### src/rtl/aligned_per_integer_encoder_defines.svh
// Assertion macros for the aligned PER integer encoder.
// Used by the top level only; no other dependencies.
`ifndef ALIGNED_PER_INTEGER_ENCODER_DEFINES_SVH
`define ALIGNED_PER_INTEGER_ENCODER_DEFINES_SVH

`ifndef NO_ASSERTIONS
`define APIE_ASSERT_IMPLY(lbl, clk, rstn, ante, cons) \
  lbl: assert property (@(posedge clk) disable iff (!rstn) (ante) |-> (cons)) \
    else $error("apie: same-cycle check failed");
`define APIE_ASSERT_NEXT(lbl, clk, rstn, ante, cons) \
  lbl: assert property (@(posedge clk) disable iff (!rstn) (ante) |=> (cons)) \
    else $error("apie: next-cycle check failed");
`else
`define APIE_ASSERT_IMPLY(lbl, clk, rstn, ante, cons)
`define APIE_ASSERT_NEXT(lbl, clk, rstn, ante, cons)
`endif

`endif

### src/rtl/apie_pkg.sv
// Shared types, constants and helper functions of the aligned PER integer encoder.
// No dependencies.
package apie_pkg;

  localparam logic ACT_CONSTRAINED   = 1'b0;
  localparam logic ACT_UNCONSTRAINED = 1'b1;

  localparam int unsigned MaxOctets = 9;
  localparam int unsigned FrameW    = 8 * MaxOctets;

  // Differences stage result.
  typedef struct packed {
    logic        action;
    logic        bad;
    logic [63:0] value;
    logic [63:0] span;
    logic [63:0] offset;
  } apie_diff_t;

  // Formatted octets, first octet in the top byte.
  typedef struct packed {
    logic              bad;
    logic [3:0]        cnt;
    logic [FrameW-1:0] octets;
  } apie_frame_t;

endpackage

### src/rtl/apie_if.sv
// Valid/ready channel interfaces of the aligned PER integer encoder.
// Depends on nothing; payload widths are fixed by the encoding format.
interface apie_in_if;
  logic               valid;
  logic               ready;
  logic               action;
  logic signed [63:0] value;
  logic signed [63:0] lower_bound;
  logic signed [63:0] upper_bound;

  modport source (output valid, action, value, lower_bound, upper_bound, input ready);
  modport sink   (input valid, action, value, lower_bound, upper_bound, output ready);
endinterface

interface apie_out_if;
  logic       valid;
  logic       ready;
  logic [7:0] out_byte;
  logic       last;
  logic       bad_range;

  modport source (output valid, out_byte, last, bad_range, input ready);
  modport sink   (input valid, out_byte, last, bad_range, output ready);
endinterface

### src/rtl/aligned_per_integer_encoder.sv
// Top level of the aligned PER integer encoder: difference stage, format stage, serializer.
// Depends on apie_pkg, apie_if.sv, apie_diff, apie_form, apie_ser and the defines header.
//
// Encodes one 64-bit integer per input transaction into octet-aligned PER octets, most
// significant first, one output transaction per octet. action 0 encodes value - lower_bound
// in the form chosen by the range size (nothing for a single-value range, one left-justified
// octet up to 256 values, two octets up to 65536, otherwise an indicator octet plus one to
// four octets of the offset's low bytes); action 1 emits a count octet and then 1, 2, 3, 4
// or 8 two's-complement octets. Under action 0, reversed bounds give one octet of zero
// with bad_range set. An input transaction passes the difference and format registers
// before the serializer loads it, and only then is its first octet offered at the output.
// The serializer sends one octet per cycle while the output is ready, as many as the item's
// octet count; an item with no octets is loaded and dropped and leaves a gap at the output.
// Input is taken in every cycle the pipeline has room, and the serializer loads the next
// item in the cycle its last octet is taken, so the output runs without gaps while items
// that carry octets are queued.
`include "aligned_per_integer_encoder_defines.svh"

module aligned_per_integer_encoder
  import apie_pkg::*;
(
  input  logic       clk_i,
  input  logic       rst_ni,
  apie_in_if.sink    in_i,
  apie_out_if.source out_o
);

  logic        diff_valid;
  logic        diff_ready;
  apie_diff_t  diff_data;
  logic        form_valid;
  logic        form_ready;
  apie_frame_t form_data;

  // Subtract bounds and compare their order.
  apie_diff u_diff (
    .clk_i   (clk_i),
    .rst_ni  (rst_ni),
    .in_i    (in_i),
    .valid_o (diff_valid),
    .data_o  (diff_data),
    .ready_i (diff_ready)
  );

  // Pick the form and lay out the octets.
  apie_form u_form (
    .clk_i   (clk_i),
    .rst_ni  (rst_ni),
    .valid_i (diff_valid),
    .data_i  (diff_data),
    .ready_o (diff_ready),
    .valid_o (form_valid),
    .data_o  (form_data),
    .ready_i (form_ready)
  );

  // Send octets one per transaction.
  apie_ser u_ser (
    .clk_i   (clk_i),
    .rst_ni  (rst_ni),
    .valid_i (form_valid),
    .data_i  (form_data),
    .ready_o (form_ready),
    .out_o   (out_o)
  );

  // A flagged range is always a single zero octet.
  `APIE_ASSERT_IMPLY(a_bad_single, clk_i, rst_ni, out_o.valid && out_o.bad_range,
                     out_o.last && out_o.out_byte == 8'd0)
  // The format stage never builds a flagged frame of more than one octet.
  `APIE_ASSERT_IMPLY(a_bad_len, clk_i, rst_ni, form_valid && form_data.bad,
                     form_data.cnt == 4'd1)
  // A frame held back by the serializer stays in the format stage.
  `APIE_ASSERT_NEXT(a_form_hold, clk_i, rst_ni, form_valid && !form_ready, form_valid)

endmodule

### src/rtl/apie_diff.sv
// First pipeline stage: offset, span and bound-order check, registered.
// Depends on apie_pkg and apie_in_if.
module apie_diff
  import apie_pkg::*;
(
  input  logic        clk_i,
  input  logic        rst_ni,
  apie_in_if.sink     in_i,
  output logic        valid_o,
  output apie_diff_t  data_o,
  input  logic        ready_i
);

  logic       valid_q;
  apie_diff_t data_d;
  apie_diff_t data_q;

  assign in_i.ready = !valid_q || ready_i;

  always_comb begin
    data_d.action = in_i.action;
    data_d.bad    = in_i.upper_bound < in_i.lower_bound;
    data_d.value  = in_i.value;
    data_d.span   = in_i.upper_bound - in_i.lower_bound;
    data_d.offset = in_i.value - in_i.lower_bound;
  end

  always_ff @(posedge clk_i or negedge rst_ni) begin
    if (!rst_ni) begin
      valid_q <= 1'b0;
    end else if (in_i.ready) begin
      valid_q <= in_i.valid;
    end
  end

  always_ff @(posedge clk_i) begin
    if (in_i.ready && in_i.valid) begin
      data_q <= data_d;
    end
  end

  assign valid_o = valid_q;
  assign data_o  = data_q;

endmodule

### src/rtl/apie_form.sv
// Second pipeline stage: choose the encoding form and lay out all octets.
// Depends on apie_pkg.
module apie_form
  import apie_pkg::*;
(
  input  logic        clk_i,
  input  logic        rst_ni,
  input  logic        valid_i,
  input  apie_diff_t  data_i,
  output logic        ready_o,
  output logic        valid_o,
  output apie_frame_t data_o,
  input  logic        ready_i
);

  function automatic logic [3:0] signed_len(logic [63:0] v);
    logic [3:0] n;
    if ((&v[63:7]) || !(|v[63:7])) begin
      n = 4'd1;
    end else if ((&v[63:15]) || !(|v[63:15])) begin
      n = 4'd2;
    end else if ((&v[63:23]) || !(|v[63:23])) begin
      n = 4'd3;
    end else if ((&v[63:31]) || !(|v[63:31])) begin
      n = 4'd4;
    end else begin
      n = 4'd8;
    end
    return n;
  endfunction

  function automatic logic [3:0] unsigned_len(logic [63:0] v);
    logic [3:0] n;
    if (!(|v[63:8])) begin
      n = 4'd1;
    end else if (!(|v[63:16])) begin
      n = 4'd2;
    end else if (!(|v[63:24])) begin
      n = 4'd3;
    end else begin
      n = 4'd4;
    end
    return n;
  endfunction

  function automatic logic [3:0] bit_len(logic [7:0] v);
    logic [3:0] b;
    b = 4'd0;
    for (int i = 0; i < 8; i++) begin
      if (v[i]) begin
        b = 4'(i + 1);
      end
    end
    return b;
  endfunction

  function automatic apie_frame_t build_frame(apie_diff_t d);
    apie_frame_t f;
    logic [3:0]  n;
    logic [3:0]  gap;
    logic [3:0]  b;
    logic [7:0]  hdr;
    logic [63:0] src;
    logic [7:0]  short_oct;
    f   = '0;
    n   = 4'd1;
    hdr = 8'd0;
    src = 64'd0;
    if (d.action == ACT_UNCONSTRAINED) begin
      n   = signed_len(d.value);
      hdr = {4'd0, n};
      src = d.value;
    end else begin
      n   = unsigned_len(d.offset);
      hdr = {n[1:0] - 2'd1, 6'd0};
      src = d.offset;
    end
    gap = 4'd8 - n;
    b   = bit_len(d.span[7:0]);
    short_oct = 8'(d.offset[7:0] << (4'd8 - b));
    if (d.action == ACT_UNCONSTRAINED) begin
      f.cnt    = n + 4'd1;
      f.octets = {hdr, src << {gap[2:0], 3'b000}};
    end else if (d.bad) begin
      f.bad = 1'b1;
      f.cnt = 4'd1;
    end else if (d.span == 64'd0) begin
      f.cnt = 4'd0;
    end else if (!(|d.span[63:8])) begin
      f.cnt    = 4'd1;
      f.octets = {short_oct, 64'd0};
    end else if (!(|d.span[63:16])) begin
      f.cnt    = 4'd2;
      f.octets = {d.offset[15:0], 56'd0};
    end else begin
      f.cnt    = n + 4'd1;
      f.octets = {hdr, src << {gap[2:0], 3'b000}};
    end
    return f;
  endfunction

  logic        valid_q;
  apie_frame_t data_q;

  assign ready_o = !valid_q || ready_i;

  always_ff @(posedge clk_i or negedge rst_ni) begin
    if (!rst_ni) begin
      valid_q <= 1'b0;
    end else if (ready_o) begin
      valid_q <= valid_i;
    end
  end

  always_ff @(posedge clk_i) begin
    if (ready_o && valid_i) begin
      data_q <= build_frame(data_i);
    end
  end

  assign valid_o = valid_q;
  assign data_o  = data_q;

endmodule

### src/rtl/apie_ser.sv
// Output stage: shift out one octet per transaction from a registered frame.
// Depends on apie_pkg and apie_out_if.
module apie_ser
  import apie_pkg::*;
(
  input  logic        clk_i,
  input  logic        rst_ni,
  input  logic        valid_i,
  input  apie_frame_t data_i,
  output logic        ready_o,
  apie_out_if.source  out_o
);

  logic              busy_q, busy_d;
  logic [3:0]        rem_q, rem_d;
  logic              bad_q, bad_d;
  logic [FrameW-1:0] oct_q, oct_d;
  logic              load;
  logic              fire;

  assign fire    = busy_q && out_o.ready;
  assign ready_o = !busy_q || (out_o.ready && rem_q == 4'd1);
  assign load    = valid_i && ready_o;

  always_comb begin
    busy_d = busy_q;
    rem_d  = rem_q;
    bad_d  = bad_q;
    oct_d  = oct_q;
    if (load) begin
      // drop frames that carry no octet
      busy_d = data_i.cnt != 4'd0;
      rem_d  = data_i.cnt;
      bad_d  = data_i.bad;
      oct_d  = data_i.octets;
    end else if (fire) begin
      busy_d = rem_q != 4'd1;
      rem_d  = rem_q - 4'd1;
      oct_d  = {oct_q[FrameW-9:0], 8'd0};
    end
  end

  always_ff @(posedge clk_i or negedge rst_ni) begin
    if (!rst_ni) begin
      busy_q <= 1'b0;
      rem_q  <= 4'd0;
    end else begin
      busy_q <= busy_d;
      rem_q  <= rem_d;
    end
  end

  always_ff @(posedge clk_i) begin
    bad_q <= bad_d;
    oct_q <= oct_d;
  end

  assign out_o.valid     = busy_q;
  assign out_o.out_byte  = oct_q[FrameW-1 -: 8];
  assign out_o.last      = rem_q == 4'd1;
  assign out_o.bad_range = bad_q;

endmodule

### src/flat_wrapper.sv
// flat-port wrapper written by rule: the top's interface ports become plain ports
module aligned_per_integer_encoder_flat import apie_pkg::*;
  (clk_i, rst_ni, in_i_valid, in_i_action, in_i_value, in_i_lower_bound, in_i_upper_bound, in_i_ready, out_o_valid, out_o_out_byte, out_o_last, out_o_bad_range, out_o_ready);
  apie_in_if in_i_i ();
  apie_out_if out_o_i ();
  input  logic clk_i;
  input  logic rst_ni;
  input wire logic [$bits(in_i_i.valid)-1:0] in_i_valid;
  input wire logic [$bits(in_i_i.action)-1:0] in_i_action;
  input wire logic [$bits(in_i_i.value)-1:0] in_i_value;
  input wire logic [$bits(in_i_i.lower_bound)-1:0] in_i_lower_bound;
  input wire logic [$bits(in_i_i.upper_bound)-1:0] in_i_upper_bound;
  output wire logic [$bits(in_i_i.ready)-1:0] in_i_ready;
  output wire logic [$bits(out_o_i.valid)-1:0] out_o_valid;
  output wire logic [$bits(out_o_i.out_byte)-1:0] out_o_out_byte;
  output wire logic [$bits(out_o_i.last)-1:0] out_o_last;
  output wire logic [$bits(out_o_i.bad_range)-1:0] out_o_bad_range;
  input wire logic [$bits(out_o_i.ready)-1:0] out_o_ready;
  assign in_i_i.valid = in_i_valid;
  assign in_i_i.action = in_i_action;
  assign in_i_i.value = in_i_value;
  assign in_i_i.lower_bound = in_i_lower_bound;
  assign in_i_i.upper_bound = in_i_upper_bound;
  assign in_i_ready = in_i_i.ready;
  assign out_o_valid = out_o_i.valid;
  assign out_o_out_byte = out_o_i.out_byte;
  assign out_o_last = out_o_i.last;
  assign out_o_bad_range = out_o_i.bad_range;
  assign out_o_i.ready = out_o_ready;
  aligned_per_integer_encoder u_core (.clk_i(clk_i), .rst_ni(rst_ni), .in_i(in_i_i), .out_o(out_o_i));
endmodule
### config.mk
export PLATFORM = sky130hd
export DESIGN_NAME = aligned_per_integer_encoder_flat
export DESIGN_NICKNAME = d
export VERILOG_FILES = /design/src/rtl/apie_pkg.sv /design/src/rtl/apie_if.sv /design/src/rtl/aligned_per_integer_encoder.sv /design/src/rtl/apie_diff.sv /design/src/rtl/apie_form.sv /design/src/rtl/apie_ser.sv /design/src/flat_wrapper.sv
export VERILOG_INCLUDE_DIRS = /design/src /design/src/rtl
export SDC_FILE = /design/constraint.sdc
export NUM_CORES = 1
export LEC_CHECK = 0
export BUFFER_PORTS_ARGS = -buffer_cell sky130_fd_sc_hd__buf_2
export CAP_MARGIN = 20
export CORE_MARGIN = 1
export CORE_UTILIZATION = 55
export DETAILED_ROUTE_END_ITERATION = 10
export HOLD_SLACK_MARGIN = 0.12
export PLACE_DENSITY = 0.74
export SYNTH_ARGS = -nofsm -noshare
export SYNTH_HDL_FRONTEND = slang
export SYNTH_SLANG_ARGS = --single-unit
### constraint.sdc
create_clock -name clk_i -period 9.2 [get_ports clk_i]
set_input_delay 1.84 -clock clk_i [delete_from_list [all_inputs] [get_ports clk_i]]
set_output_delay 1.84 -clock clk_i [all_outputs]
set_load 0.005 [all_outputs]
---- Word level (Yosys, flattened, before mapping) ----
Cells that the tools add are included.
Widths: inputs -> output; s select.
storage, ports and cells
  bits in read-only memories .............. 0
  bits in latches ......................... 0
  bits in registers ....................... 351
  bits in writable memories ............... 0
  word-level logic and storage cells ...... 98
  output and inout bits ................... 12
  memories ................................ 0
  input port bits ......................... 197
operators by class
  shift operators ......................... 2
  equal/unequal tests ..................... 2
  divide/modulo/power cells ............... 0
  bitwise logic cells ..................... 0
  $lt $le $gt $ge ......................... 1
  mux-type cells .......................... 37
  reduce and logical (&&, ||, !) cells .... 35
  add/sub/neg operators ................... 7
  multipliers ............................. 0
operator list
  operator           count
  $mux 72            4
  $mux 76            3
  $mux 64            2
  $sub 64x64->64     2
  $reduce_or 56->1   2
  $reduce_or 48->1   2
  $mux 4             20
  $logic_not 64->1   1
  $lt 64x64->1       1
  $shl 64x6->64      1
  $reduce_and 57->1  1
  $reduce_or 57->1   1
  $reduce_and 49->1  1
  $reduce_or 49->1   1
  $reduce_and 41->1  1
  $reduce_or 41->1   1
  $reduce_or 40->1   1
  $reduce_and 33->1  1
  $reduce_or 33->1   1
  $mux 3             3
  $mux 8             1
  $shl 8x4->8        1
  $logic_not 1->1    7
  $logic_or 1x1->1   7
  other kinds (11)   18

---- Longest topological paths before layout ----
  depth after elaboration ................. 16
  gate-level depth with buffers ........... 13
  depth with buffers taken out ............ 13

---- Cells and area by module ----
From an unflattened synthesis, not the netlist that was laid out.
second synthesis, totals
  cell total of the unflattened synthesis .. 2212
  area, all modules ....................... 23371.2 µm²
by module, submodules not included
  module     sequential area each (µm²)  area each (µm²)  times used  cells each
  apie_diff  5850.6                      13544.2          1           1349
  apie_form  2337.2                      6232.2           1           656
  apie_ser   2317.2                      3594.7           1           207

---- Worst setup path before layout ----
No wires, ideal clock.
  path type ............................... input -> register
  start point ............................. in out_o_ready
  end point ............................... reg u_core.u_diff.data_q, in the netlist u_core.u_diff.data_o[0], enable pin
  arrival time ............................ 6645 ps
  required time ........................... 8621 ps
  path slack .............................. 1975 ps
  setup time .............................. 579 ps
  buffers on the path ..................... 0
  cell stages on the path ................. 4
  path through ............................ nand2_1 > and2_1 > nand3_1 > and2_1
on the way
  cells in the longest elaborated chain, start to end .. 5
RTL lines
  item                  RTL line            text
  start, declared       flat_wrapper.sv:18  input wire logic [$bits(out_o_i.ready)-1:0] out_o_ready;
  $logic_and 1x1->1     apie_ser.sv:22      assign ready_o = !busy_q || (out_o.ready && rem_q == 4'd1);
  $logic_or 1x1->1      apie_ser.sv:22
  $logic_or 1x1->1      apie_form.sv:105    assign ready_o = !valid_q || ready_i;
  $logic_or 1x1->1      apie_diff.sv:18     assign in_i.ready = !valid_q || ready_i;
  net in_i_ready        flat_wrapper.sv:13  output wire logic [$bits(in_i_i.ready)-1:0] in_i_ready;
  $logic_and 1x1->1     apie_diff.sv:37     if (in_i.ready && in_i.valid) begin
  end signal, assigned  apie_diff.sv:38     data_q <= data_d;
  end, declared         apie_diff.sv:16     apie_diff_t data_q;
The timed path passes the listed nets, and every way through them passes these cells.
A chain may end at the register's enable or synchronous reset.

==> results_dict.tcl <==
set metrics [dict create \
    crit_arrival_ns 5.50 \
    syn_area_sq_mm 0.0224 \
    cp-start-kind "input port" \
    dp.cells 2899 \
    synth_seq_cells 351 \
    cts.sinks 351 \
    finalCritPeriodShare_pct 56.6 \
    cts_tree "built" \
    avgSynthCellArea_sq_um 9.95 \
    yosysUniqueCellTypes 79 \
    cts_made_buffers 38 \
    ys_warn_count 0 \
    p_leak_nw 10.2 \
    htree_levels 2 \
    crit_chain "buf_2 > inv_1 > ha_1 > fa_1 > nor2b_1 > o31a_1 > o211ai_1 > a2111oi_2 > o21ai_1 > o31a_1 > o31a_1 > o21ai_1 > nand4_1 > a32o_1" \
    ctsResizeCount 0 \
    vdd_drop_max_mv 0.107 \
    final_cells 2969 \
    place_congestion 0.949 \
    cts_buffer_depth 3 \
    path_depth 14 \
    synthCells 2248 \
    core_area_sq_mm 0.0399 \
    worst_slew_pin_slew_ns 1.03 \
    p_int_w 0.00313 \
    fin_nets 2745 \
    power.density_mw_per_mm2 175 \
    synth-main-ff-cell "edfxtp_1" \
    critPathMostFrequentCell "o31a_1" \
    fmax_mhz 192 \
    die_area_sq_mm 0.0415 \
    crit_type "in -> reg" \
    skew_ns 0.0151 \
    p_sw_w 0.00124 \
    finalInstanceArea_sq_mm 0.0250 \
    drv_slew 0 \
    pwr-share-clk_pct 33.4 \
    synth_edf_count 344 \
    setup_viol 0 \
    numPortBuffers 208 \
    wl_mm 63.0 \
    multiInputGateArea_sq_mm 0.0110 \
    root_buffer "clkbuf_16" \
    dpl_cell_area_sq_mm 0.0238 \
    rrSetupSlack_ns 4.23 \
    ctsHoldBuffers 0 \
    die_w_um 204 \
    p_comb_share_pct 21.0 \
    drtIter0Drc 1590 \
    seqPwrFrac_pct 45.6 \
    clkTransAtPathRegs_ns 0.06 \
    crit_path_end "u_core.u_diff.data_o[192]" \
    slowest_stage "a2111oi_2" \
    whs_ns 0.452 \
    vias 18100 \
    crit_start "in_i_upper_bound[0]" \
    r2r_end "u_core.u_form.data_o[35]" \
    post-cts-setup-buffer-count 0 \
    rr_startpoint "u_core.u_diff.data_o[187]" \
    setup.worst_path.end_class "register" \
    grt_pass1_wl_mm 95.2 \
    rows 73 \
    wl_per_cell_um 21.2 \
    critPathMaxFanout 5 \
    nFillCells 3311 \
    status "finished clean" \
    cp_top_family "compound AO/OA/AOI/OAI gates" \
    layout-drive-gt1-share_pct 13.8 \
    grt_max_degree 83 \
    max_slew_margin_pct 31.1 \
    power_switching_share_pct 28.4 \
    io_pins 209 \
    initial_utilization_pct 56.1 \
    drc 0 \
    path_buf_inv 2 \
    synthArstFlopShare_pct 1.99 \
    fin_crit_ns 5.20 \
    die_y_um 204 \
    gr-total-overflow 0 \
    pre_cts_ws_ns 3.57 \
    clk_latency_ns 0.54 \
    hold_viol 0 \
    grt_pass1_vias 17100 \
    cpPeakStageDelay_ns 0.71 \
    hpwl_mm 49.7 \
    ys_seq_area_share_pct 46.9 \
    track_usage_pct 30.0 \
    drv_cap 0 \
    viasPerCell 6.11 \
    syn_to_final_growth_pct 11.5 \
    hp-class "reg -> reg" \
    r2r_cells 12 \
    syn_nets 2579 \
    finalSetupTns_ns 0 \
    seq_area_sq_mm 0.0105 \
    drtPass1Iterations 6 \
    rsz0062_at_grt "false" \
    antenna_left 0 \
    layout_setup_ws_ns 4.00 \
    worstPathRequired_ns 9.49 \
    antenna_found_initial 3 \
]
==> cells in the final DEF, fill, tap and decap left out, drive strengths merged, types with 47 or more instances in the layout <==
master	instances
xor2	50
clkbuf	51
nor2	128
edfxtp	344
nor4	52
xnor2	74
a21oi	194
nand2	355
nand4	47
buf	222
a21o	63
mux2i	72
inv	110
ha	132
o21ai	121
nor2b	51
==> logic make-up (layout without fill, tap and decap cells) <==
group | count (synthesis) | count (layout) | synth area share [%]
buf+inv | 204 | 398 | 3.84
fa+ha+maj | 134 | 134 | 7.56
mux | 100 | 100 | 4.73
flops | 351 | 351 | 46.9
xor+xnor | 124 | 124 | 4.85
simple gates | 763 | 763 | 15.8
compound gates | 572 | 572 | 16.2
other cells | 0 | 2 | 0
==> power groups by stage <==
stage	combinational [W]	clock, W	sequential [W]
3_5_place_dp	0.000902	0	0.00202
5_1_grt	0.00101	0.00154	0.00200
3_3_place_gp	0.000888	0	0.00202
4_1_cts	0.000908	0.00148	0.00199
2_1_floorplan	0.000650	0	0.00201
6_report	0.000919	0.00146	0.00199
==> metrics by stage <==
step           power, W  util [%]
2_1_floorplan   0.00266         -
3_3_place_gp    0.00291      59.5
3_5_place_dp    0.00293      59.5
4_1_cts         0.00438      62.5
5_1_grt         0.00455      62.5
6_report        0.00437      62.5
==> synthesized netlist by cell type (all sizes together) (26+ instances only) <==
library cell / instances / area [sq um]
nor2b: 51 / 327
a21o: 63 / 473
mux2i: 72 / 721
edfxtp: 344 / 10300
buf: 39 / 240
ha: 132 / 1650
nor4: 52 / 325
xor2: 50 / 438
inv: 108 / 405
a21oi: 194 / 978
o21ai: 121 / 606
nand4: 47 / 294
nand2: 355 / 1330
nand3: 27 / 135
clkbuf: 57 / 214
xnor2: 74 / 648
nor2: 128 / 483
mux2: 26 / 293
==> layer usage <==
layer | vias to the layer above | part of all wire [%] | GRT usage (%)
met2 | 735 | 46 | 48.0
met3 | 137 | 6.9 | 4.78
met1 | 8606 | 43 | 40.6
met5 | - | 0.021 | 0
met4 | 2 | 4.1 | 12.1
li1 | 8650 | - | -
==> how the worst min path moves through the flow <==
stage / slack [ns] / end / start / cells past startpoint
floorplan: 0.40 / u_core.u_ser.out_o.bad_range / u_core.u_form.data_o[76] / 0
global placement: 0.42 / u_core.u_ser.out_o.bad_range / u_core.u_form.data_o[76] / 0
detailed placement: 0.43 / u_core.u_ser.out_o.bad_range / u_core.u_form.data_o[76] / 0
CTS: 0.45 / u_core.u_ser.out_o.bad_range / u_core.u_form.data_o[76] / 0
global route: 0.45 / u_core.u_ser.out_o.bad_range / u_core.u_form.data_o[76] / 0
finish: 0.45 / u_core.u_ser.out_o.bad_range / u_core.u_form.data_o[76] / 0
==> cell type report <==
class,instances,area share (%)
inverters,108,1.62
clock inverters,17,0.551
flip-flops and latches,351,42.1
well taps,525,2.63
clock buffers,51,4.26
multi-input cells,1693,44.2
diodes,2,0.0201
repair buffers,222,4.59
==> registers in the layout, summed over array words and instances (netlist names) <==
| register | count |
|---|---|
| u_core.u_diff.data_o | 194 |
| u_core.u_form.data_o | 77 |
| u_core.u_ser.oct_q | 72 |
| u_core.u_ser.rem_q | 4 |
| u_core.u_diff.valid_o | 1 |
| u_core.u_form.valid_o | 1 |
| u_core.u_ser.out_o.bad_range | 1 |
| u_core.u_ser.out_o.valid | 1 |
No activity file was read; power rests on OpenSTA's default activity.
